## config.mk

```make
export PLATFORM = sky130hd
export DESIGN_NAME = julian_day_converter_core
export DESIGN_NICKNAME = d
export VERILOG_FILES = /design/src/rtl/jdc_pkg.sv /design/src/rtl/julian_day_converter_core.sv /design/src/rtl/jdc_encode.sv /design/src/rtl/jdc_decode.sv
export VERILOG_INCLUDE_DIRS = /design/src /design/src/rtl
export SDC_FILE = /design/constraint.sdc
export NUM_CORES = 2
export LEC_CHECK = 0
export BUFFER_PORTS_ARGS = -buffer_cell sky130_fd_sc_hd__buf_4
export CAP_MARGIN = 15
export CORE_MARGIN = 2
export CORE_UTILIZATION = 50
export CTS_CLUSTER_DIAMETER = 150
export DETAILED_ROUTE_END_ITERATION = 6
export MAX_ROUTING_LAYER = met4
export PLACE_DENSITY = 0.73
export SLEW_MARGIN = 20
export SYNTH_ARGS = -nofsm -noshare
export SYNTH_HDL_FRONTEND = slang
export SYNTH_SLANG_ARGS = --single-unit
```

## constraint.sdc

```tcl
create_clock -name clk -period 13.7 [get_ports clk]
set_input_delay 1.37 -clock clk [delete_from_list [all_inputs] [get_ports clk]]
set_output_delay 1.37 -clock clk [all_outputs]
set_load 0.05 [all_outputs]
```

## src/rtl/assert_macros.svh

```systemverilog
// Assertion macros used by the converter core.
`ifndef ASSERT_MACROS_SVH
`define ASSERT_MACROS_SVH

// Same-cycle implication, disabled in reset.
`define ASSERT_IMPLIES(label, clk, rst_n, ante, cons) \
  label: assert property (@(posedge clk) disable iff (!rst_n) (ante) |-> (cons)) \
    else $error("assertion failed: implication");

// Consequent must hold a fixed number of cycles later.
`define ASSERT_DELAYED(label, clk, rst_n, ante, n, cons) \
  label: assert property (@(posedge clk) disable iff (!rst_n) (ante) |-> ##n (cons)) \
    else $error("assertion failed: delayed implication");

`endif

```

## src/rtl/jdc_pkg.sv

```systemverilog
// Types, constants and month table for the Julian day converter.
`timescale 1ns / 1ps
package jdc_pkg;

  typedef enum logic {
    JDC_OP_ENCODE = 1'b0,
    JDC_OP_DECODE = 1'b1
  } jdc_op_t;

  typedef struct packed {
    logic    valid;
    jdc_op_t op;
    logic    bad;
  } jdc_meta_t;

  // datapath register stages, equal for both directions
  localparam int JDC_DP_STAGES = 8;
  // start to strobe, including the output register
  localparam int JDC_LATENCY   = JDC_DP_STAGES + 1;

  localparam logic [13:0] JDC_YEAR_MAX   = 14'd9999;
  localparam logic [13:0] JDC_REFORM_YR  = 14'd1582;
  localparam logic [3:0]  JDC_MONTH_MAX  = 4'd12;
  localparam logic [3:0]  JDC_REFORM_MO  = 4'd10;
  localparam logic [4:0]  JDC_REFORM_DAY = 5'd15;

  localparam logic [22:0] JDC_DN_MIN    = 23'd1721424;
  localparam logic [22:0] JDC_DN_MAX    = 23'd5373484;
  localparam logic [22:0] JDC_REFORM_DN = 23'd2299161;

  // alpha = (4z - 7468865) / 146097 by reciprocal plus one correction step
  localparam logic [24:0] JDC_ALPHA_OFS   = 25'd7468865;
  localparam logic [17:0] JDC_ALPHA_DIV   = 18'd146097;
  localparam int          JDC_ALPHA_SHIFT = 41;
  localparam logic [23:0] JDC_ALPHA_RECIP = 24'((64'd1 << JDC_ALPHA_SHIFT) / 64'd146097);

  // c = (20b - 2442) / 7305, same scheme
  localparam logic [11:0] JDC_C_OFS   = 12'd2442;
  localparam logic [12:0] JDC_C_DIV   = 13'd7305;
  localparam int          JDC_C_SHIFT = 36;
  localparam logic [23:0] JDC_C_RECIP = 24'((64'd1 << JDC_C_SHIFT) / 64'd7305);

  // y / 100 for y below 16384
  localparam logic [12:0] JDC_HUND_RECIP = 13'd5243;
  localparam int          JDC_HUND_SHIFT = 19;

  localparam logic [12:0] JDC_YEAR_OFS = 13'd4716;
  localparam logic [10:0] JDC_DAY_OFS  = 11'd1524;

  // floor(30.6001 * k)
  function automatic logic [8:0] jdc_mfloor(input logic [3:0] k);
    logic [8:0] v;
    case (k)
      4'd1:    v = 9'd30;
      4'd2:    v = 9'd61;
      4'd3:    v = 9'd91;
      4'd4:    v = 9'd122;
      4'd5:    v = 9'd153;
      4'd6:    v = 9'd183;
      4'd7:    v = 9'd214;
      4'd8:    v = 9'd244;
      4'd9:    v = 9'd275;
      4'd10:   v = 9'd306;
      4'd11:   v = 9'd336;
      4'd12:   v = 9'd367;
      4'd13:   v = 9'd397;
      4'd14:   v = 9'd428;
      4'd15:   v = 9'd459;
      default: v = 9'd0;
    endcase
    return v;
  endfunction

endpackage

```

## src/rtl/julian_day_converter_core.sv

```systemverilog
// Julian day converter: encode and decode pipelines with valid tracking.
// Path from start to out_valid: 8 datapath stages, then 1 output register.
// Throughput: one transaction per cycle; busy is held low, the pipeline never stalls.
// Reset clears all valid bits; transactions in flight at reset are dropped.
// Results appear for one cycle on out_valid; the receiver cannot stall.
`timescale 1ns / 1ps
`include "assert_macros.svh"
module julian_day_converter_core import jdc_pkg::*; (
  input  logic        clk,
  input  logic        rst_n,
  input  logic        start,
  output logic        busy,
  input  logic        in_opcode,
  input  logic [13:0] in_year_in,
  input  logic [3:0]  in_month_in,
  input  logic [4:0]  in_day_in,
  input  logic [22:0] in_day_number_in,
  output logic        out_valid,
  output logic [13:0] out_year_out,
  output logic [3:0]  out_month_out,
  output logic [4:0]  out_day_out,
  output logic [22:0] out_day_number_out,
  output logic        out_bad_input
);

  logic      accept;
  jdc_meta_t meta_nxt;
  jdc_meta_t meta_r [JDC_DP_STAGES];
  jdc_meta_t meta_last;

  logic [22:0] enc_dn;
  logic [13:0] dec_year;
  logic [3:0]  dec_month;
  logic [4:0]  dec_day;

  assign busy   = 1'b0;
  assign accept = start && !busy;

  always_comb begin
    meta_nxt.valid = accept;
    meta_nxt.op    = jdc_op_t'(in_opcode);
    if (meta_nxt.op == JDC_OP_ENCODE) begin
      meta_nxt.bad = (in_year_in == 14'd0) || (in_year_in > JDC_YEAR_MAX) ||
                     (in_month_in == 4'd0) || (in_month_in > JDC_MONTH_MAX) ||
                     (in_day_in == 5'd0);
    end else begin
      meta_nxt.bad = (in_day_number_in < JDC_DN_MIN) || (in_day_number_in > JDC_DN_MAX);
    end
  end

  always_ff @(posedge clk) begin
    if (!rst_n) begin
      for (int i = 0; i < JDC_DP_STAGES; i++) begin
        meta_r[i].valid <= 1'b0;
      end
    end else begin
      meta_r[0] <= meta_nxt;
      for (int i = 1; i < JDC_DP_STAGES; i++) begin
        meta_r[i] <= meta_r[i-1];
      end
    end
  end

  assign meta_last = meta_r[JDC_DP_STAGES-1];

  jdc_encode u_encode (
    .clk        (clk),
    .year       (in_year_in),
    .month      (in_month_in),
    .day        (in_day_in),
    .day_number (enc_dn)
  );

  jdc_decode u_decode (
    .clk        (clk),
    .day_number (in_day_number_in),
    .year       (dec_year),
    .month      (dec_month),
    .day        (dec_day)
  );

  // output register
  logic        out_valid_r;
  logic [13:0] out_year_r, out_year_nxt;
  logic [3:0]  out_month_r, out_month_nxt;
  logic [4:0]  out_day_r, out_day_nxt;
  logic [22:0] out_dn_r, out_dn_nxt;
  logic        out_bad_r;
  logic        is_dec, is_enc;

  always_comb begin
    is_dec        = !meta_last.bad && (meta_last.op == JDC_OP_DECODE);
    is_enc        = !meta_last.bad && (meta_last.op == JDC_OP_ENCODE);
    out_year_nxt  = is_dec ? dec_year  : 14'd0;
    out_month_nxt = is_dec ? dec_month : 4'd0;
    out_day_nxt   = is_dec ? dec_day   : 5'd0;
    out_dn_nxt    = is_enc ? enc_dn    : 23'd0;
  end

  always_ff @(posedge clk) begin
    if (!rst_n) begin
      out_valid_r <= 1'b0;
    end else begin
      out_valid_r <= meta_last.valid;
    end
  end

  always_ff @(posedge clk) begin
    out_year_r  <= out_year_nxt;
    out_month_r <= out_month_nxt;
    out_day_r   <= out_day_nxt;
    out_dn_r    <= out_dn_nxt;
    out_bad_r   <= meta_last.bad;
  end

  assign out_valid          = out_valid_r;
  assign out_year_out       = out_year_r;
  assign out_month_out      = out_month_r;
  assign out_day_out        = out_day_r;
  assign out_day_number_out = out_dn_r;
  assign out_bad_input      = out_bad_r;

  // checks
  `ASSERT_DELAYED(a_latency, clk, rst_n, accept, JDC_LATENCY, out_valid)
  `ASSERT_IMPLIES(a_bad_zero, clk, rst_n, out_valid && out_bad_input, (out_year_out == 14'd0) && (out_month_out == 4'd0) && (out_day_out == 5'd0) && (out_day_number_out == 23'd0))
  `ASSERT_IMPLIES(a_one_dir, clk, rst_n, out_valid && (out_month_out != 4'd0), (out_day_number_out == 23'd0) && (out_month_out <= JDC_MONTH_MAX) && (out_day_out != 5'd0))

endmodule

```

## src/rtl/jdc_encode.sv

```systemverilog
// Pipelined civil date to day number encoder.
`timescale 1ns / 1ps
module jdc_encode import jdc_pkg::*; (
  input  logic        clk,
  input  logic [13:0] year,
  input  logic [3:0]  month,
  input  logic [4:0]  day,
  output logic [22:0] day_number
);

  localparam int DLY = JDC_DP_STAGES - 3;

  // stage 1
  logic [13:0] s1_y_nxt, s1_y_r;
  logic [3:0]  s1_m_nxt, s1_m_r;
  logic        s1_jul_nxt, s1_jul_r;
  logic [26:0] s1_pa_nxt, s1_pa_r;
  logic [4:0]  s1_d_r;

  always_comb begin
    s1_y_nxt   = (month <= 4'd2) ? year - 14'd1 : year;
    s1_m_nxt   = (month <= 4'd2) ? month + 4'd12 : month;
    s1_jul_nxt = (year < JDC_REFORM_YR) ||
                 ((year == JDC_REFORM_YR) && ((month < JDC_REFORM_MO) ||
                  ((month == JDC_REFORM_MO) && (day < JDC_REFORM_DAY))));
    s1_pa_nxt  = 27'(s1_y_nxt) * 27'(JDC_HUND_RECIP);
  end

  always_ff @(posedge clk) begin
    s1_y_r   <= s1_y_nxt;
    s1_m_r   <= s1_m_nxt;
    s1_jul_r <= s1_jul_nxt;
    s1_pa_r  <= s1_pa_nxt;
    s1_d_r   <= day;
  end

  // stage 2: century correction and the two scaled terms
  logic [7:0]  s2_a;
  logic [24:0] s2_p1;
  logic [7:0]  s2_bs_nxt, s2_bs_r;
  logic [22:0] s2_t1_nxt, s2_t1_r;
  logic [8:0]  s2_t2_nxt, s2_t2_r;
  logic [4:0]  s2_d_r;

  always_comb begin
    s2_a      = s1_pa_r[JDC_HUND_SHIFT +: 8];
    s2_bs_nxt = s1_jul_r ? 8'd0 : s2_a - (s2_a >> 2) - 8'd2;
    s2_p1     = (25'(s1_y_r) + 25'(JDC_YEAR_OFS)) * 25'd1461;
    s2_t1_nxt = s2_p1[24:2];
    s2_t2_nxt = jdc_mfloor(s1_m_r + 4'd1);
  end

  always_ff @(posedge clk) begin
    s2_bs_r <= s2_bs_nxt;
    s2_t1_r <= s2_t1_nxt;
    s2_t2_r <= s2_t2_nxt;
    s2_d_r  <= s1_d_r;
  end

  // stage 3: final sum
  logic [22:0] s3_jd_nxt, s3_jd_r;

  assign s3_jd_nxt = s2_t1_r + 23'(s2_t2_r) + 23'(s2_d_r) - 23'(JDC_DAY_OFS) - 23'(s2_bs_r);

  always_ff @(posedge clk) begin
    s3_jd_r <= s3_jd_nxt;
  end

  // align with the decoder
  logic [22:0] dly_r [DLY];

  always_ff @(posedge clk) begin
    dly_r[0] <= s3_jd_r;
    for (int i = 1; i < DLY; i++) begin
      dly_r[i] <= dly_r[i-1];
    end
  end

  assign day_number = dly_r[DLY-1];

endmodule

```

## src/rtl/jdc_decode.sv

```systemverilog
// Pipelined day number to civil date decoder.
`timescale 1ns / 1ps
module jdc_decode import jdc_pkg::*; (
  input  logic        clk,
  input  logic [22:0] day_number,
  output logic [13:0] year,
  output logic [3:0]  month,
  output logic [4:0]  day
);

  // stage 1: alpha numerator and reciprocal product
  logic        s1_greg_nxt, s1_greg_r;
  logic [24:0] s1_x4;
  logic [23:0] s1_xa_nxt, s1_xa_r;
  logic [47:0] s1_pa_nxt, s1_pa_r;
  logic [22:0] s1_z_r;

  always_comb begin
    s1_greg_nxt = day_number >= JDC_REFORM_DN;
    s1_x4       = (25'(day_number) << 2) - JDC_ALPHA_OFS;
    s1_xa_nxt   = s1_x4[23:0];
    s1_pa_nxt   = 48'(s1_xa_nxt) * 48'(JDC_ALPHA_RECIP);
  end

  always_ff @(posedge clk) begin
    s1_greg_r <= s1_greg_nxt;
    s1_xa_r   <= s1_xa_nxt;
    s1_pa_r   <= s1_pa_nxt;
    s1_z_r    <= day_number;
  end

  // stage 2: quotient estimate and remainder
  logic [6:0]  s2_q_nxt, s2_q_r;
  logic [24:0] s2_rem;
  logic [18:0] s2_r_nxt, s2_r_r;
  logic        s2_greg_r;
  logic [22:0] s2_z_r;

  always_comb begin
    s2_q_nxt = s1_pa_r[JDC_ALPHA_SHIFT +: 7];
    s2_rem   = 25'(s1_xa_r) - 25'(s2_q_nxt) * 25'(JDC_ALPHA_DIV);
    s2_r_nxt = s2_rem[18:0];
  end

  always_ff @(posedge clk) begin
    s2_q_r    <= s2_q_nxt;
    s2_r_r    <= s2_r_nxt;
    s2_greg_r <= s1_greg_r;
    s2_z_r    <= s1_z_r;
  end

  // stage 3: alpha, a, b and the year numerator
  logic [6:0]  s3_alpha;
  logic [22:0] s3_a;
  logic [22:0] s3_b_nxt, s3_b_r;
  logic [26:0] s3_nc_nxt, s3_nc_r;

  always_comb begin
    s3_alpha  = s2_q_r + 7'((s2_r_r >= 19'(JDC_ALPHA_DIV)) ? 1 : 0);
    s3_a      = s2_greg_r ?
                s2_z_r + 23'd1 + 23'(s3_alpha) - 23'(s3_alpha >> 2) : s2_z_r;
    s3_b_nxt  = s3_a + 23'(JDC_DAY_OFS);
    s3_nc_nxt = 27'(s3_b_nxt) * 27'd20 - 27'(JDC_C_OFS);
  end

  always_ff @(posedge clk) begin
    s3_b_r  <= s3_b_nxt;
    s3_nc_r <= s3_nc_nxt;
  end

  // stage 4: reciprocal product for c
  logic [50:0] s4_pc_nxt, s4_pc_r;
  logic [26:0] s4_nc_r;
  logic [22:0] s4_b_r;

  assign s4_pc_nxt = 51'(s3_nc_r) * 51'(JDC_C_RECIP);

  always_ff @(posedge clk) begin
    s4_pc_r <= s4_pc_nxt;
    s4_nc_r <= s3_nc_r;
    s4_b_r  <= s3_b_r;
  end

  // stage 5: estimate and remainder for c
  logic [14:0] s5_q_nxt, s5_q_r;
  logic [27:0] s5_rem;
  logic [13:0] s5_r_nxt, s5_r_r;
  logic [22:0] s5_b_r;

  always_comb begin
    s5_q_nxt = s4_pc_r[JDC_C_SHIFT +: 15];
    s5_rem   = 28'(s4_nc_r) - 28'(s5_q_nxt) * 28'(JDC_C_DIV);
    s5_r_nxt = s5_rem[13:0];
  end

  always_ff @(posedge clk) begin
    s5_q_r <= s5_q_nxt;
    s5_r_r <= s5_r_nxt;
    s5_b_r <= s4_b_r;
  end

  // stage 6: c, d and day within the shifted year
  logic [13:0] s6_c_nxt, s6_c_r;
  logic [24:0] s6_pd;
  logic [22:0] s6_diff;
  logic [8:0]  s6_bd_nxt, s6_bd_r;

  always_comb begin
    s6_c_nxt  = 14'(s5_q_r) + 14'((s5_r_r >= 14'(JDC_C_DIV)) ? 1 : 0);
    s6_pd     = 25'(s6_c_nxt) * 25'd1461;
    s6_diff   = s5_b_r - s6_pd[24:2];
    s6_bd_nxt = s6_diff[8:0];
  end

  always_ff @(posedge clk) begin
    s6_c_r  <= s6_c_nxt;
    s6_bd_r <= s6_bd_nxt;
  end

  // stage 7: month index e by threshold compares
  logic [3:0]  s7_e_nxt, s7_e_r;
  logic [8:0]  s7_bd_r;
  logic [13:0] s7_c_r;

  always_comb begin
    s7_e_nxt = 4'd0;
    for (int k = 1; k < 16; k++) begin
      if (s6_bd_r > jdc_mfloor(4'(k))) begin
        s7_e_nxt = 4'(k);
      end
    end
  end

  always_ff @(posedge clk) begin
    s7_e_r  <= s7_e_nxt;
    s7_bd_r <= s6_bd_r;
    s7_c_r  <= s6_c_r;
  end

  // stage 8: day, month, year
  logic [8:0]  s8_dy;
  logic [3:0]  s8_mo_nxt, s8_mo_r;
  logic [4:0]  s8_dy_nxt, s8_dy_r;
  logic [13:0] s8_yr_nxt, s8_yr_r;

  always_comb begin
    s8_dy     = s7_bd_r - jdc_mfloor(s7_e_r);
    s8_dy_nxt = s8_dy[4:0];
    s8_mo_nxt = (s7_e_r < 4'd14) ? s7_e_r - 4'd1 : s7_e_r - 4'd13;
    s8_yr_nxt = (s8_mo_nxt > 4'd2) ? s7_c_r - 14'(JDC_YEAR_OFS)
                                   : s7_c_r - 14'(JDC_YEAR_OFS - 13'd1);
  end

  always_ff @(posedge clk) begin
    s8_mo_r <= s8_mo_nxt;
    s8_dy_r <= s8_dy_nxt;
    s8_yr_r <= s8_yr_nxt;
  end

  assign year  = s8_yr_r;
  assign month = s8_mo_r;
  assign day   = s8_dy_r;

endmodule
```

* Word-level counts from Yosys, hierarchy flattened
Memories as Yosys holds them, arrays and structs flattened. A register that Yosys moved wholly into a read port is not among the register bits. Cells that the tools add are included.
Operators by class: multiply operators 8, mux-type cells 32, eq/ne operators 2, add/subtract/negate cells 26, bitwise logic cells 9, reduce and logical (&&, ||, !) cells 19, magnitude comparators 28
Operators with widths (number):
- greater-than comparator 9 bit, second input constant | 7
- multiplier 27 x 24 -> 51 bit, second input constant | 1
- multiplier 24 x 23 -> 47 bit, second input constant | 1
- greater-than comparator 9 x 8 -> 1 bit, second input constant | 4
- 2-to-1 mux 4 bit | 8
- 2-to-1 mux 14 bit | 2
- subtractor 14 x 13 -> 14 bit, second input constant | 2
- multiplier 14 x 13 -> 27 bit, second input constant | 1
- subtractor 27 x 12 -> 27 bit, second input constant | 1
- multiplier 23 x 3 -> 25 bit, second input constant | 1
- multiplier 25 x 11 -> 25 bit, second input constant | 1
- subtractor 24 x 23 -> 24 bit, second input constant | 1
- adder 23 x 1 -> 23 bit, second input constant | 1
- adder 23 x 11 -> 23 bit, second input constant | 1
- adder 23 x 5 -> 23 bit | 1
- adder 23 x 7 -> 23 bit | 1
- adder 23 x 9 -> 23 bit | 1
- greater-or-equal comparator 23 x 22 -> 1 bit, second input constant | 1
- greater-than comparator 23 bit, second input constant | 1
- less-than comparator 23 x 21 -> 1 bit, second input constant | 1
- 2-to-1 mux 23 bit | 1
- subtractor 23 x 11 -> 23 bit, second input constant | 1
- subtractor 23 x 5 -> 23 bit | 1
- subtractor 23 x 8 -> 23 bit | 1
- 45 further kinds | 82
Word-level totals: input bits 50, memories kept 4, bits in registers 491, RAM bits 139, output and inout bits 49, word-level logic and storage cells 169, bits in read-only memories 288
Memory list:
- (no name shown) | depth 16, bits a word 9, rd ports 1, clocked after Yosys merged registers in 0, write ports 0, RTL line jdc_pkg.sv:53 | case (k)
- (no name shown) | depth 16, bits a word 9, rd ports 1, clocked after Yosys merged registers in 1, write ports 0, RTL line jdc_pkg.sv:53
- u_encode.dly_r | depth 5, bits a word 23, rd ports 5, clocked after Yosys merged registers in 1, write ports 5, RTL line jdc_encode.sv:70 | logic [22:0] dly_r [DLY];
- meta_r | depth 8, bits a word 3, rd ports 8, clocked after Yosys merged registers in 0, write ports 8, RTL line julian_day_converter_core.sv:28 | jdc_meta_t meta_r [JDC_DP_STAGES];

* Longest topological paths before layout
depth in word-level cells 15, mapped depth 40, depth with buffers taken out 39

* Cells and area by module
Synthesis repeated with hierarchy kept, for this count alone.
Unflattened totals: cell total of the unflattened synthesis 4875, area total of the unflattened synthesis 50684.9 um^2
By module, submodules not included:
- jdc_decode | cells each 3393, area each 34555.6 um^2, sequential area each 5465.2 um^2, times used 1
- jdc_encode | cells each 1312, area each 13923.4 um^2, sequential area each 4304.1 um^2, times used 1
- julian_day_converter_core | cells each 170, area each 2205.9 um^2, sequential area each 1601.5 um^2, times used 1

* Least setup slack after synthesis
OpenSTA, ideal clock, no wires.
path type register to register, start point reg u_decode.s2_r_r[0], end point reg u_decode.s3_nc_r[26], setup time 0.117 ns, path buffers 1, required time 13.583 ns, path slack 4.778 ns, period minus slack after synthesis 8.922 ns, data arrival time 8.804 ns, cell stages (with the launch flop) 39, cell sequence dfxtp_1 or4_1 a31o_2 a21o_1 a21oi_1 o21ai_0 a211o_1 ha_1 ha_1 xor2_1 fa_1 inv_1 ha_1 or2_2 fa_1 a21o_1 and4b_1 nor3_1 (+3 left out) nand2_1 xnor2_1 nor2_1 a21oi_1 ha_1 ha_1 buf_2 nand3_1 nor2_1 o211ai_4 a21oi_2 o31ai_1 a311o_1 nand3b_4 or4_4 a2111oi_4 or3b_1 a32o_1
Between the ends: cells in the longest elaborated chain, start to end 9
Ends and longest elaborated chain:
- start: declaration | RTL line jdc_decode.sv:35 | logic [18:0] s2_r_nxt, s2_r_r;
- start signal: assignment | RTL line jdc_decode.sv:47 | s2_r_r <= s2_r_nxt;
- greater-or-equal comparator 19 x 18 -> 1 bit * | RTL line jdc_decode.sv:59 | s3_alpha = s2_q_r + 7'((s2_r_r >= 19'(JDC_ALPHA_DIV)) ? 1 : 0);
- 2-to-1 mux 1 bit * | RTL line jdc_decode.sv:59
- adder 7 bit * | RTL line jdc_decode.sv:59
- adder 23 x 7 -> 23 bit | RTL line jdc_decode.sv:61 | s2_z_r + 23'd1 + 23'(s3_alpha) - 23'(s3_alpha >> 2) : s2_z_r;
- subtractor 23 x 5 -> 23 bit * | RTL line jdc_decode.sv:61
- 2-to-1 mux 23 bit * | RTL line jdc_decode.sv:60 | s3_a = s2_greg_r ?
- adder 23 x 11 -> 23 bit * | RTL line jdc_decode.sv:62 | s3_b_nxt = s3_a + 23'(JDC_DAY_OFS);
- multiplier 23 x 3 -> 25 bit * | RTL line jdc_decode.sv:63 | s3_nc_nxt = 27'(s3_b_nxt) * 27'd20 - 27'(JDC_C_OFS);
- subtractor 27 x 12 -> 27 bit * | RTL line jdc_decode.sv:63
- net u_decode.s3_nc_nxt[26] | RTL line jdc_decode.sv:56 | logic [26:0] s3_nc_nxt, s3_nc_r;
- end signal: assignment | RTL line jdc_decode.sv:68 | s3_nc_r <= s3_nc_nxt;
- end: declaration | RTL line jdc_decode.sv:56
Mark *: on every way through the listed nets, which the timed path passes. The rest lies on a longest branch. A chain may end at the register's enable or synchronous reset.

* Worst setup path in the final report
Same ends and word-level chain as after synthesis.

==> impl_metrics.yaml <==
yosys:
  synth_cell_type_count: 104
  syn_avg_cell_area_um2: 10.4
  synth_warnings: 0
  synth-edff-count: 16
  mappedNetlistNets: 6440
  synth_cells: 4815
  yosysSeqAreaShare: 0.226
  syn-cell-area_um2: 50300
  ys_async_sr_fraction: 0
  synth-seq-cells: 560
  synth_ff_type: "dfxtp_1"
setup_path:
  regToRegSetupSlack_ns: 3.80
  crit_path_end: "u_decode.s3_nc_r[26]$_DFF_P_"
  cp-startpoint: "u_decode.s2_r_r[0]$_DFF_P_"
  slowest_delay_ns: 0.54
  endpoint_kind: "flip-flop"
  worstPathMaxFanout: 8
  critPathSlowestCell: "fa_1"
  crit_path_start_kind: "flip-flop"
  required_ns: 14.21
  path_class: "reg2reg"
  cp_num_cells: 38
  critPathMostFrequentCell: "ha_1"
  worst_ep_arrival_time_ns: 10.41
  r2r_start: "u_decode.s2_r_r[0]$_DFF_P_"
  critPathBufInv: 1
  reg2reg_to: "u_decode.s3_nc_r[26]$_DFF_P_"
  r2r_cells: 38
  cpLargestDelayFamily: "compound AO/OA/AOI/OAI gates"
sta:
  setup_viol: 0
  worst_slew_pin_slew_ns: 1.02
  post-route-period-util: 0.723
  rsz0062_at_grt: "no"
  maxSlewHeadroom: 0.312
  tns_ns: 0
  fmax_mhz: 101
  slew_viol_final: 0
  clock_skew_ns: 0.0452
  hold_viol: 0
  post-route-min-period_ns: 9.90
clock_network:
  clk_latency_ns: 0.64
  cts_buffer_depth: 3
  ctsHoldBuffers: 0
  cts_setup_buffers: 0
  cts_root_buf: "clkbuf_16"
  cts_buffers: 56
  cts_tree: "done"
  cts-resized-gates: 0
  cts_max_level: 2
  cts.sinks: 560
  clk_pin_slew_ns: 0.07
layout:
  fillers: 8594
  drive_above_1_share: 0.0533
  final_cell_mix: "inv_1, ha_1, fa_1, dfxtp_1, xnor2_1"
  final_common_cell: "inv_1"
  seq_area_um2: 11400
  area_growth_pct: 8.53
  final-instance-count-excl-fill: 6301
  nets: 6574
  finish.instance_area_um2: 54500
  multi_input_area_um2: 34600
  final_util: 0.546
floorplan:
  dieArea_um2: 103000
  chipHeight_um: 321
  fp.dieW_um: 321
  core.rowCount: 116
  io_pins: 99
  initial_core_util: 0.503
  coreArea_um2: 99900
detailed_routing:
  drtAntennaViolNets: 0
  wl_per_cell_um: 16.0
  finalWirelength_mm: 101
  drt_iter0_drc: 1451
  vias: 32000
  drc: 0
  via_per_inst: 5.08
  firstDrtPassIters: 5
place:
  placed_area_um2: 52600
  hpwl_mm: 85.4
  gp_congestion: 0.951
  portBuffers: 97
  dp.cells: 6189
global_route:
  antenna_found_initial: 7
  grt_pass1_vias: 33700
  grt.total_usage: 0.209
  grt_pass1_wl_mm: 168
  grt_overflow: 0
  grt_start_max_net_pins: 49
outcome:
  status: "finished clean"
min_path:
  hold_path_class: "reg2reg"
flow_run:
  cap_violations: 0
stage by stage:
stage	setup slack (ns)	hold slack (ns)
6_report	3.80	0.298
5_1_grt	3.17	0.289
4_1_cts	3.83	0.288
3_5_place_dp	3.38	0.312
3_3_place_gp	3.55	0.310
2_1_floorplan	4.78	0.310
cell type report:
cell class	instances	share of cell area
diodes	8	0.000367
well taps	1298	0.0298
repair buffers	115	0.0158
flip-flops and latches	560	0.208
clock buffers	67	0.0272
multi-input cells	3128	0.635
inverters	1088	0.0749
clock inverters	37	0.00824
synthesized netlist by cell type, types with 11 or more instances:
cell,instances,area share
nand3_1,55,0.0055
inv_1,1087,0.081
xnor2_1,192,0.033
nand4_1,22,0.0027
nor3_1,64,0.0064
nand2b_1,28,0.0035
o211ai_1,12,0.0018
or3_1,11,0.0014
a211oi_1,16,0.0024
a21o_1,76,0.011
or2_2,11,0.0014
clkbuf_1,28,0.0021
ha_1,934,0.23
nor2_1,138,0.010
o21a_1,26,0.0039
a31oi_1,20,0.0025
dfxtp_1,544,0.22
o21bai_1,31,0.0046
a21oi_1,183,0.018
nor2b_1,28,0.0035
and3_1,35,0.0044
mux2i_1,11,0.0022
fa_1,641,0.26
edfxtp_1,16,0.0096
nand2_1,135,0.010
xor2_1,101,0.018
and2_1,65,0.0081
o21ai_0,95,0.0095
o31ai_1,12,0.0018
registers in the layout, indices dropped and copies added, names as in the netlist, 19 cells and up:
register	cells
u_decode.s2_r_r	19
u_decode.s3_nc_r	25
u_decode.s2_z_r	23
out_day_number_out	23
u_encode.dly_r	115
u_encode.s3_jd_r	23
meta_r	24
u_encode.s2_t1_r	23
u_decode.s1_z_r	23
cells by family after synthesis:
logic type,after synthesis,synth area share
other,1,0.0000746
flip-flops,560,0.226
XOR/XNOR,295,0.0518
adder cells (fa/ha/maj),1575,0.488
AO/OA/AOI/OAI,578,0.0761
multiplexers,17,0.00398
AND/OR/NAND/NOR,662,0.0692
buffers and inverters,1127,0.0847
worst min path at each step:
stage / from / end / slack, ns / cells past startpoint
after global placement: u_encode.s3_jd_r[2]$_DFF_P_ / u_encode.dly_r[0][2]$_DFF_P_ / 0.31 / 0
final: u_decode.s1_z_r[18]$_DFF_P_ / u_decode.s2_z_r[18]$_DFF_P_ / 0.30 / 0
after floorplan: u_decode.s1_greg_r$_DFF_P_ / u_decode.s2_greg_r$_DFF_P_ / 0.31 / 0
after detailed placement: u_decode.s1_z_r[17]$_DFF_P_ / u_decode.s2_z_r[17]$_DFF_P_ / 0.31 / 0
after CTS: u_decode.s1_z_r[18]$_DFF_P_ / u_decode.s2_z_r[18]$_DFF_P_ / 0.29 / 0
after global routing: u_decode.s1_z_r[18]$_DFF_P_ / u_decode.s2_z_r[18]$_DFF_P_ / 0.29 / 0
worst reg2reg max path: cells and delay by family (launching register included):
| kind | cells | cell delay (ns) |
|---|---|---|
| compound gates | 17 | 4.02 |
| xor+xnor | 2 | 0.30 |
| fa+ha+maj | 7 | 2.30 |
| buf+inv | 1 | 0.05 |
| flops | 1 | 0.30 |
| simple gates | 11 | 2.83 |
routing by layer:
metal  GRT usage  routed length (um)  vias to the layer above
met5           -                   0                        -
met4      0.0715                3520                        0
met2       0.345               48000                      632
met3      0.0321                5120                      185
met1       0.263               44200                    15400
li1            -                   -                    15800
Power is left out: the tool's default activity adds up to more than one toggle a clock period on the data nets, which glitch-free logic cannot reach.
